### src/sv/m2h_pkg.sv
// Shared types and constants for the MurmurHash2 stream hasher.
// Used by the front, queue, back and top-level modules; depends on nothing.
package m2h_pkg;

  localparam logic [31:0] MIX_MUL     = 32'h5bd1e995;
  localparam int unsigned MIX_SHIFT   = 24;
  localparam int unsigned FIN_SHIFT_A = 13;
  localparam int unsigned FIN_SHIFT_B = 15;
  localparam logic [31:0] SEED_RESET  = 32'd42;

  localparam int unsigned QUEUE_DEPTH = 4;
  localparam int unsigned QUEUE_IDX_W = $clog2(QUEUE_DEPTH);

  typedef enum logic [1:0] {
    OP_NONE = 2'd0,
    OP_FULL = 2'd1,
    OP_TAIL = 2'd2
  } m2h_kind_t;

  // One classified word on its way from the front to the back.
  typedef struct packed {
    m2h_kind_t   kind;
    logic        first;
    logic        last;
    logic [31:0] init;
    logic [31:0] data;
  } m2h_op_t;

  typedef struct packed {
    logic popping;
    logic finalising;
  } m2h_back_stat_t;

endpackage

### src/sv/murmur2_hash_stream_top.sv
// 32-bit MurmurHash2 over a word stream: front end, word queue and back end.
// Depends on m2h_pkg, m2h_front, m2h_queue and m2h_back.
//
// Usage: words enter through push/full, one message at a time, first word
// flagged by in_first_word together with the total byte length. Each word
// carries 0 to 4 bytes; only the last word may be partial. A word is taken
// at a clock edge with push high and full low. A word that arrives while no
// message is open and is not a first word is dropped silently.
// The hash of a message appears on out_hash_value while empty is low and
// is taken with pop. cfg_wr_en/cfg_wr_data set the seed (42 after reset)
// and may only be written while the block is idle.
// The closing word passes through front stages s1 and s2, the queue, the hash
// register, the finalisation register and the result register before empty
// goes low. Throughput: one word per cycle while no message closes; the
// closing word holds the back end through fold, finalise multiply and result
// load, and stays in result load until the result register is free.
// A four-entry queue decouples the pre-mixing pipe from the hash recurrence.
// Reset (synchronous, rst_n low) empties all stages, closes any message and
// restores the seed. If the result is not popped the back end stalls on
// the next closing word, the queue fills and full rises.
module murmur2_hash_stream_top import m2h_pkg::*; (
  input  logic        clk,
  input  logic        rst_n,
  input  logic        cfg_wr_en,
  input  logic [31:0] cfg_wr_data,
  input  logic        push,
  output logic        full,
  input  logic [31:0] in_data_word,
  input  logic [2:0]  in_byte_count,
  input  logic        in_first_word,
  input  logic        in_last_word,
  input  logic [31:0] in_message_length,
  output logic        empty,
  input  logic        pop,
  output logic [31:0] out_hash_value
);

  logic           q_push;
  logic           q_full;
  logic           q_pop;
  logic           q_empty;
  m2h_op_t        q_push_op;
  m2h_op_t        q_pop_op;
  m2h_back_stat_t back_stat;

  m2h_front u_front (
    .clk               (clk),
    .rst_n             (rst_n),
    .cfg_wr_en         (cfg_wr_en),
    .cfg_wr_data       (cfg_wr_data),
    .push              (push),
    .full              (full),
    .in_data_word      (in_data_word),
    .in_byte_count     (in_byte_count),
    .in_first_word     (in_first_word),
    .in_last_word      (in_last_word),
    .in_message_length (in_message_length),
    .q_push            (q_push),
    .q_op              (q_push_op),
    .q_full            (q_full)
  );

  m2h_queue u_queue (
    .clk       (clk),
    .rst_n     (rst_n),
    .q_push    (q_push),
    .q_push_op (q_push_op),
    .q_full    (q_full),
    .q_pop     (q_pop),
    .q_pop_op  (q_pop_op),
    .q_empty   (q_empty)
  );

  m2h_back u_back (
    .clk            (clk),
    .rst_n          (rst_n),
    .q_op           (q_pop_op),
    .q_empty        (q_empty),
    .q_pop          (q_pop),
    .empty          (empty),
    .pop            (pop),
    .out_hash_value (out_hash_value),
    .stat           (back_stat)
  );

  a_no_push_when_full: assert property (@(posedge clk) disable iff (!rst_n)
    q_push |-> !q_full)
    else $error("word queue written while full");

  a_no_pop_when_empty: assert property (@(posedge clk) disable iff (!rst_n)
    q_pop |-> !q_empty)
    else $error("word queue read while empty");

  a_no_fold_while_finalising: assert property (@(posedge clk) disable iff (!rst_n)
    back_stat.finalising |-> !back_stat.popping)
    else $error("back end took a word while finalising");

  a_closing_word_finalises: assert property (@(posedge clk) disable iff (!rst_n)
    (q_pop && q_pop_op.last) |=> back_stat.finalising)
    else $error("closing word did not start finalisation");

endmodule

### src/sv/m2h_front.sv
// Front end: accepts words, tracks the open message and pre-mixes full words.
// Two multiplier stages; depends on m2h_pkg.
module m2h_front import m2h_pkg::*; (
  input  logic        clk,
  input  logic        rst_n,
  input  logic        cfg_wr_en,
  input  logic [31:0] cfg_wr_data,
  input  logic        push,
  output logic        full,
  input  logic [31:0] in_data_word,
  input  logic [2:0]  in_byte_count,
  input  logic        in_first_word,
  input  logic        in_last_word,
  input  logic [31:0] in_message_length,
  output logic        q_push,
  output m2h_op_t     q_op,
  input  logic        q_full
);

  logic [31:0] seed_r;
  logic        in_msg_r, in_msg_nxt;
  logic        s1_valid_r, s1_valid_nxt;
  m2h_op_t     s1_op_r;
  logic        s2_valid_r, s2_valid_nxt;
  m2h_op_t     s2_op_r;

  logic        advance;
  logic        accept;
  logic        keep;
  logic [31:0] tail_mask;
  logic [31:0] k_mul;
  logic [31:0] k_mid;
  logic [31:0] k_mix;
  m2h_op_t     s1_op_nxt;
  m2h_op_t     s2_op_nxt;

  // The whole pipe moves together whenever its last stage can empty.
  assign advance = !s2_valid_r || !q_full;
  assign full    = !advance;
  assign accept  = push && advance;
  assign keep    = in_first_word || in_msg_r;
  assign q_push  = s2_valid_r && !q_full;
  assign q_op    = s2_op_r;

  always_comb begin
    unique case (in_byte_count[1:0])
      2'd1:    tail_mask = 32'h0000_00ff;
      2'd2:    tail_mask = 32'h0000_ffff;
      2'd3:    tail_mask = 32'h00ff_ffff;
      default: tail_mask = 32'h0000_0000;
    endcase
  end

  assign k_mul = in_data_word * MIX_MUL;
  assign k_mid = s1_op_r.data ^ (s1_op_r.data >> MIX_SHIFT);
  assign k_mix = k_mid * MIX_MUL;

  always_comb begin
    s1_op_nxt.first = in_first_word;
    s1_op_nxt.last  = in_last_word;
    s1_op_nxt.init  = seed_r ^ in_message_length;
    if (in_byte_count[2]) begin
      s1_op_nxt.kind = OP_FULL;
      s1_op_nxt.data = k_mul;
    end else if (in_byte_count[1:0] != 2'd0) begin
      s1_op_nxt.kind = OP_TAIL;
      s1_op_nxt.data = in_data_word & tail_mask;
    end else begin
      s1_op_nxt.kind = OP_NONE;
      s1_op_nxt.data = in_data_word;
    end

    s2_op_nxt = s1_op_r;
    if (s1_op_r.kind == OP_FULL) begin
      s2_op_nxt.data = k_mix;
    end

    in_msg_nxt   = in_msg_r;
    s1_valid_nxt = s1_valid_r;
    s2_valid_nxt = s2_valid_r;
    if (advance) begin
      s1_valid_nxt = accept && keep;
      s2_valid_nxt = s1_valid_r;
    end
    if (accept && keep) begin
      in_msg_nxt = !in_last_word;
    end
  end

  always_ff @(posedge clk) begin
    if (!rst_n) begin
      seed_r     <= SEED_RESET;
      in_msg_r   <= 1'b0;
      s1_valid_r <= 1'b0;
      s2_valid_r <= 1'b0;
    end else begin
      if (cfg_wr_en) begin
        seed_r <= cfg_wr_data;
      end
      in_msg_r   <= in_msg_nxt;
      s1_valid_r <= s1_valid_nxt;
      s2_valid_r <= s2_valid_nxt;
    end
  end

  always_ff @(posedge clk) begin
    if (advance) begin
      s1_op_r <= s1_op_nxt;
      s2_op_r <= s2_op_nxt;
    end
  end

endmodule

### src/sv/m2h_queue.sv
// Short queue of classified words between the front and the back.
// Depends on m2h_pkg for the entry type and depth.
module m2h_queue import m2h_pkg::*; (
  input  logic    clk,
  input  logic    rst_n,
  input  logic    q_push,
  input  m2h_op_t q_push_op,
  output logic    q_full,
  input  logic    q_pop,
  output m2h_op_t q_pop_op,
  output logic    q_empty
);

  m2h_op_t                mem_r [QUEUE_DEPTH];
  logic [QUEUE_IDX_W-1:0] wr_ptr_r, wr_ptr_nxt;
  logic [QUEUE_IDX_W-1:0] rd_ptr_r, rd_ptr_nxt;
  logic [QUEUE_IDX_W:0]   count_r, count_nxt;

  assign q_full   = (count_r == QUEUE_IDX_W'(0) + (QUEUE_IDX_W+1)'(QUEUE_DEPTH));
  assign q_empty  = (count_r == '0);
  assign q_pop_op = mem_r[rd_ptr_r];

  always_comb begin
    wr_ptr_nxt = wr_ptr_r;
    rd_ptr_nxt = rd_ptr_r;
    count_nxt  = count_r;
    if (q_push) begin
      wr_ptr_nxt = wr_ptr_r + 1'b1;
    end
    if (q_pop) begin
      rd_ptr_nxt = rd_ptr_r + 1'b1;
    end
    if (q_push && !q_pop) begin
      count_nxt = count_r + 1'b1;
    end else if (q_pop && !q_push) begin
      count_nxt = count_r - 1'b1;
    end
  end

  always_ff @(posedge clk) begin
    if (!rst_n) begin
      wr_ptr_r <= '0;
      rd_ptr_r <= '0;
      count_r  <= '0;
    end else begin
      wr_ptr_r <= wr_ptr_nxt;
      rd_ptr_r <= rd_ptr_nxt;
      count_r  <= count_nxt;
    end
  end

  always_ff @(posedge clk) begin
    if (q_push) begin
      mem_r[wr_ptr_r] <= q_push_op;
    end
  end

endmodule

### src/sv/m2h_back.sv
// Back end: folds words into the running hash, finalises and holds the result.
// One multiplier in the hash recurrence and one for finalisation; depends on m2h_pkg.
module m2h_back import m2h_pkg::*; (
  input  logic           clk,
  input  logic           rst_n,
  input  m2h_op_t        q_op,
  input  logic           q_empty,
  output logic           q_pop,
  output logic           empty,
  input  logic           pop,
  output logic [31:0]    out_hash_value,
  output m2h_back_stat_t stat
);

  typedef enum logic [2:0] {
    ST_RUN = 3'b001,
    ST_FIN = 3'b010,
    ST_OUT = 3'b100
  } m2h_state_t;

  m2h_state_t  state_r, state_nxt;
  logic [31:0] hash_r, hash_nxt;
  logic [31:0] fin_r;
  logic        out_valid_r, out_valid_nxt;
  logic [31:0] out_hash_r;

  logic [31:0] h0;
  logic [31:0] mul_in;
  logic [31:0] prod;
  logic [31:0] h_new;
  logic [31:0] fin_in;
  logic [31:0] fin_prod;
  logic        out_load;

  assign h0       = q_op.first ? q_op.init : hash_r;
  assign mul_in   = (q_op.kind == OP_TAIL) ? (h0 ^ q_op.data) : h0;
  assign prod     = mul_in * MIX_MUL;
  assign fin_in   = hash_r ^ (hash_r >> FIN_SHIFT_A);
  assign fin_prod = fin_in * MIX_MUL;

  always_comb begin
    unique case (q_op.kind)
      OP_FULL: h_new = prod ^ q_op.data;
      OP_TAIL: h_new = prod;
      OP_NONE: h_new = h0;
      default: h_new = h0;
    endcase
  end

  assign q_pop    = (state_r == ST_RUN) && !q_empty;
  assign out_load = (state_r == ST_OUT) && (!out_valid_r || pop);

  always_comb begin
    state_nxt     = state_r;
    hash_nxt      = hash_r;
    out_valid_nxt = out_valid_r && !pop;
    unique case (state_r)
      ST_RUN: begin
        if (q_pop) begin
          hash_nxt = h_new;
          if (q_op.last) begin
            state_nxt = ST_FIN;
          end
        end
      end
      ST_FIN: begin
        state_nxt = ST_OUT;
      end
      ST_OUT: begin
        if (out_load) begin
          out_valid_nxt = 1'b1;
          state_nxt     = ST_RUN;
        end
      end
      default: begin
        state_nxt = ST_RUN;
      end
    endcase
  end

  always_ff @(posedge clk) begin
    if (!rst_n) begin
      state_r     <= ST_RUN;
      hash_r      <= '0;
      out_valid_r <= 1'b0;
    end else begin
      state_r     <= state_nxt;
      hash_r      <= hash_nxt;
      out_valid_r <= out_valid_nxt;
    end
  end

  always_ff @(posedge clk) begin
    if (state_r == ST_FIN) begin
      fin_r <= fin_prod;
    end
    if (out_load) begin
      out_hash_r <= fin_r ^ (fin_r >> FIN_SHIFT_B);
    end
  end

  assign empty           = !out_valid_r;
  assign out_hash_value  = out_hash_r;
  assign stat.popping    = q_pop;
  assign stat.finalising = (state_r != ST_RUN);

endmodule

### config.mk
export PLATFORM = sky130hd
export DESIGN_NAME = murmur2_hash_stream_top
export DESIGN_NICKNAME = d
export VERILOG_FILES = /design/src/sv/m2h_pkg.sv /design/src/sv/murmur2_hash_stream_top.sv /design/src/sv/m2h_front.sv /design/src/sv/m2h_queue.sv /design/src/sv/m2h_back.sv
export SDC_FILE = /design/constraint.sdc
export NUM_CORES = 2
export LEC_CHECK = 0
export ABC_AREA = 1
export BUFFER_PORTS_ARGS = -buffer_cell sky130_fd_sc_hd__buf_2
export CORE_MARGIN = 1
export CORE_UTILIZATION = 55
export DETAILED_ROUTE_END_ITERATION = 8
export PLACE_DENSITY = 0.7
export SLEW_MARGIN = 20
export SYNTH_ARGS = -nofsm -noshare
export SYNTH_HDL_FRONTEND = slang
export SYNTH_HIERARCHICAL = 1
export SYNTH_SLANG_ARGS = --single-unit
### constraint.sdc
create_clock -name clk -period 26.1 [get_ports clk]
set_clock_uncertainty 0.15 [all_clocks]
set_input_delay 5.22 -clock clk [delete_from_list [all_inputs] [get_ports clk]]
set_output_delay 5.22 -clock clk [all_outputs]
set_load 0.05 [all_outputs]
==> results by group <==
Outcome
  – Status: finished, violations left
  – Violated checks: design-rule violations

Setup path
  – Critical path endpoint category: flip-flop
  – Max incr delay on CP: 1.02 ns
  – Crit path top cell by count: inv_1
  – Worst Setup Path Type: flip-flop to flip-flop
  – Startpoint type of the worst setup path: flip-flop
  – R2R cell count: 33
  – Slowest CP cell: a21oi_1
  – Crit-path max FO: 83
  – Critical Path RT: 26.53 ns
  – CP arrival: 11.79 ns

Yosys
  – Yosys warnings: 6
  – Post-synthesis cell area: 58780 um^2
  – Post-synth net total: 7739
  – Synthesized area per cell: 9.662 um^2
  – Post-Syn Instances: 6084

Floorplanning
  – Full die area: 108200 um^2
  – # IOs: 140
  – Die height: 328.9 um
  – CORE AREA: 105600 um^2
  – # rows: 119
  – Initial core utilization: 0.5568
  – Die Span X: 328.9 um

CTS
  – Post CTS Setup Buffer Count: 0
  – Gates resized, CTS repair: 0
  – H-tree depth: 2
  – Post-CTS Hold Fix Bufs: 0
  – Root buf cell: clkbuf_16
  – CTS tree: yes
  – Cts bufs inserted: 55
  – Worst-Skew Late Latency: 0.66 ns
  – Bufs on Longest Clock Path: 3
  – Clk sinks: 552
  – Reg clk slew, reported paths: 0.06 ns

Detailed routing
  – DR vias: 41210
  – Antenna viol nets, final: 0
  – Drt first pass iters: 8
  – Via-to-Cell Ratio: 5.386
  – Wire per inst: 20.14 um
  – Routed WL: 154.1 mm
  – Initial DRC count: 2972
  – # DRC: 18

Placement
  – Dpl hpwl: 124.3 mm
  – IO buf count: 139
  – Routability cong.: 0.9771

Timing
  – Max-slew headroom: 0.1870
  – Final Max Slew Viols: 0
  – Upper clock frequency limit: 0.08806 GHz
  – Setup tns final: 0 ns
  – RSZ-0062 raised after global routing: no
  – Period utilization: 0.4351
  – Tmin final: 11.36 ns
  – Worst slew pin tran: 1.211 ns
  – Hold Fails Final Rpt: 0
  – Final Setup Violations: 0

Cells and area
  – Fraction of layout cells with a size suffix above 1: 0.05610
  – Nets: 7866
  – Area Growth Syn to Fin: 6.833%

GRT
  – Largest net degree at the start of global routing: 84
  – Grt total ovfl: 0
  – Vias in the first global route: 42410
  – GRT Total Usage: 0.2906
  – First-pass GRT wire length: 238.2 mm
  – Initial antenna violation count: 6

Flow run
  – Max-cap viol count: 0

Worst hold path
  – Hold Crit Class: flip-flop to flip-flop
  – Hold path start: u_front/s1_op_r[51]
  – WHS Path Cells: 0
## worst max-delay path, delay by kind of cell, from the launching register on
family	cells	cell delay, ns
buffers and inverters	9	2.20
flip-flops	1	0.72
adder cells (fa/ha/maj)	10	3.98
AND/OR/NAND/NOR	7	1.29
AO/OA/AOI/OAI	6	2.65
XOR/XNOR	1	0.24
## cell type report
cell class	count	area, um^2
Sequential cell	552	15780
Multi-Input combinational cell	3786	36360
Inverter	1647	6187
Antenna cell	3	7.507
Clock inverter	32	334.1
Tap cell	1391	1740
Fill cell	8986	42770
Timing Repair Buffer	169	920.9
Clock buffer	71	1470
## routing by layer
metal	GRT usage	routed length, um	vias to the layer above
li1	-	-	19280
met1	0.3905	66060	20310
met2	0.4846	73180	1310
met3	0.03094	8416	305
met4	0.1125	6432	6
met5	0	32	-
## layout by cell type, fill, tap and decap left out, types with 22 or more instances in the layout
cell / count
ha_1: 844
o211ai_1: 32
nand3_1: 159
inv_1: 1627
xnor2_1: 101
xor2_1: 176
nand2_2: 22
a21oi_1: 170
nand2_1: 690
buf_2: 139
o22ai_1: 73
o21ai_1: 25
nor2_1: 328
o21ai_0: 279
clkbuf_16: 55
fa_1: 705
buf_4: 30
dfxtp_1: 78
edfxtp_1: 472
## flip-flops by register name, summed over array words and instances, names as in the netlist, named ones only
name                   flops
u_back/state_r             3
u_back/out_hash_value     32
u_front/seed_r            32
u_queue/count_r            3
u_back/hash_r             32
u_front/q_op              68
u_queue/mem_r            272
u_front/s1_valid_r         1
u_front/s1_op_r           68
u_back/fin_r              32
u_front/in_msg_r           1
u_queue/rd_ptr_r           2
u_queue/wr_ptr_r           2
u_front/s2_valid_r         1
u_back/out_valid_r         1
## worst paths after layout
check	endpoint	slack, ns
worst min register to register	u_front/q_op[51]	0.26
worst max register to register	u_back/hash_r[18]	14.74
worst min-delay path	u_front/q_op[51]	0.26
worst max-delay path	u_back/hash_r[18]	14.74
## metrics by stage
step	worst slack, ns	hold WS [ns]	utilization	cells	cell area, um^2
4_1_cts	14.97	0.2643	0.5948	7648	62790
6_report	14.74	0.2648	0.5949	7651	62800
2_1_floorplan	15.21	0.2503	-	6084	58780
3_5_place_dp	14.38	0.2545	0.5777	7545	60990
5_1_grt	14.13	0.2677	0.5948	7648	62790
3_3_place_gp	14.46	0.2525	0.5777	7545	60990
Power is not shown: default switching activity piles up to over one toggle a cycle in this logic, so the estimate is an artifact.
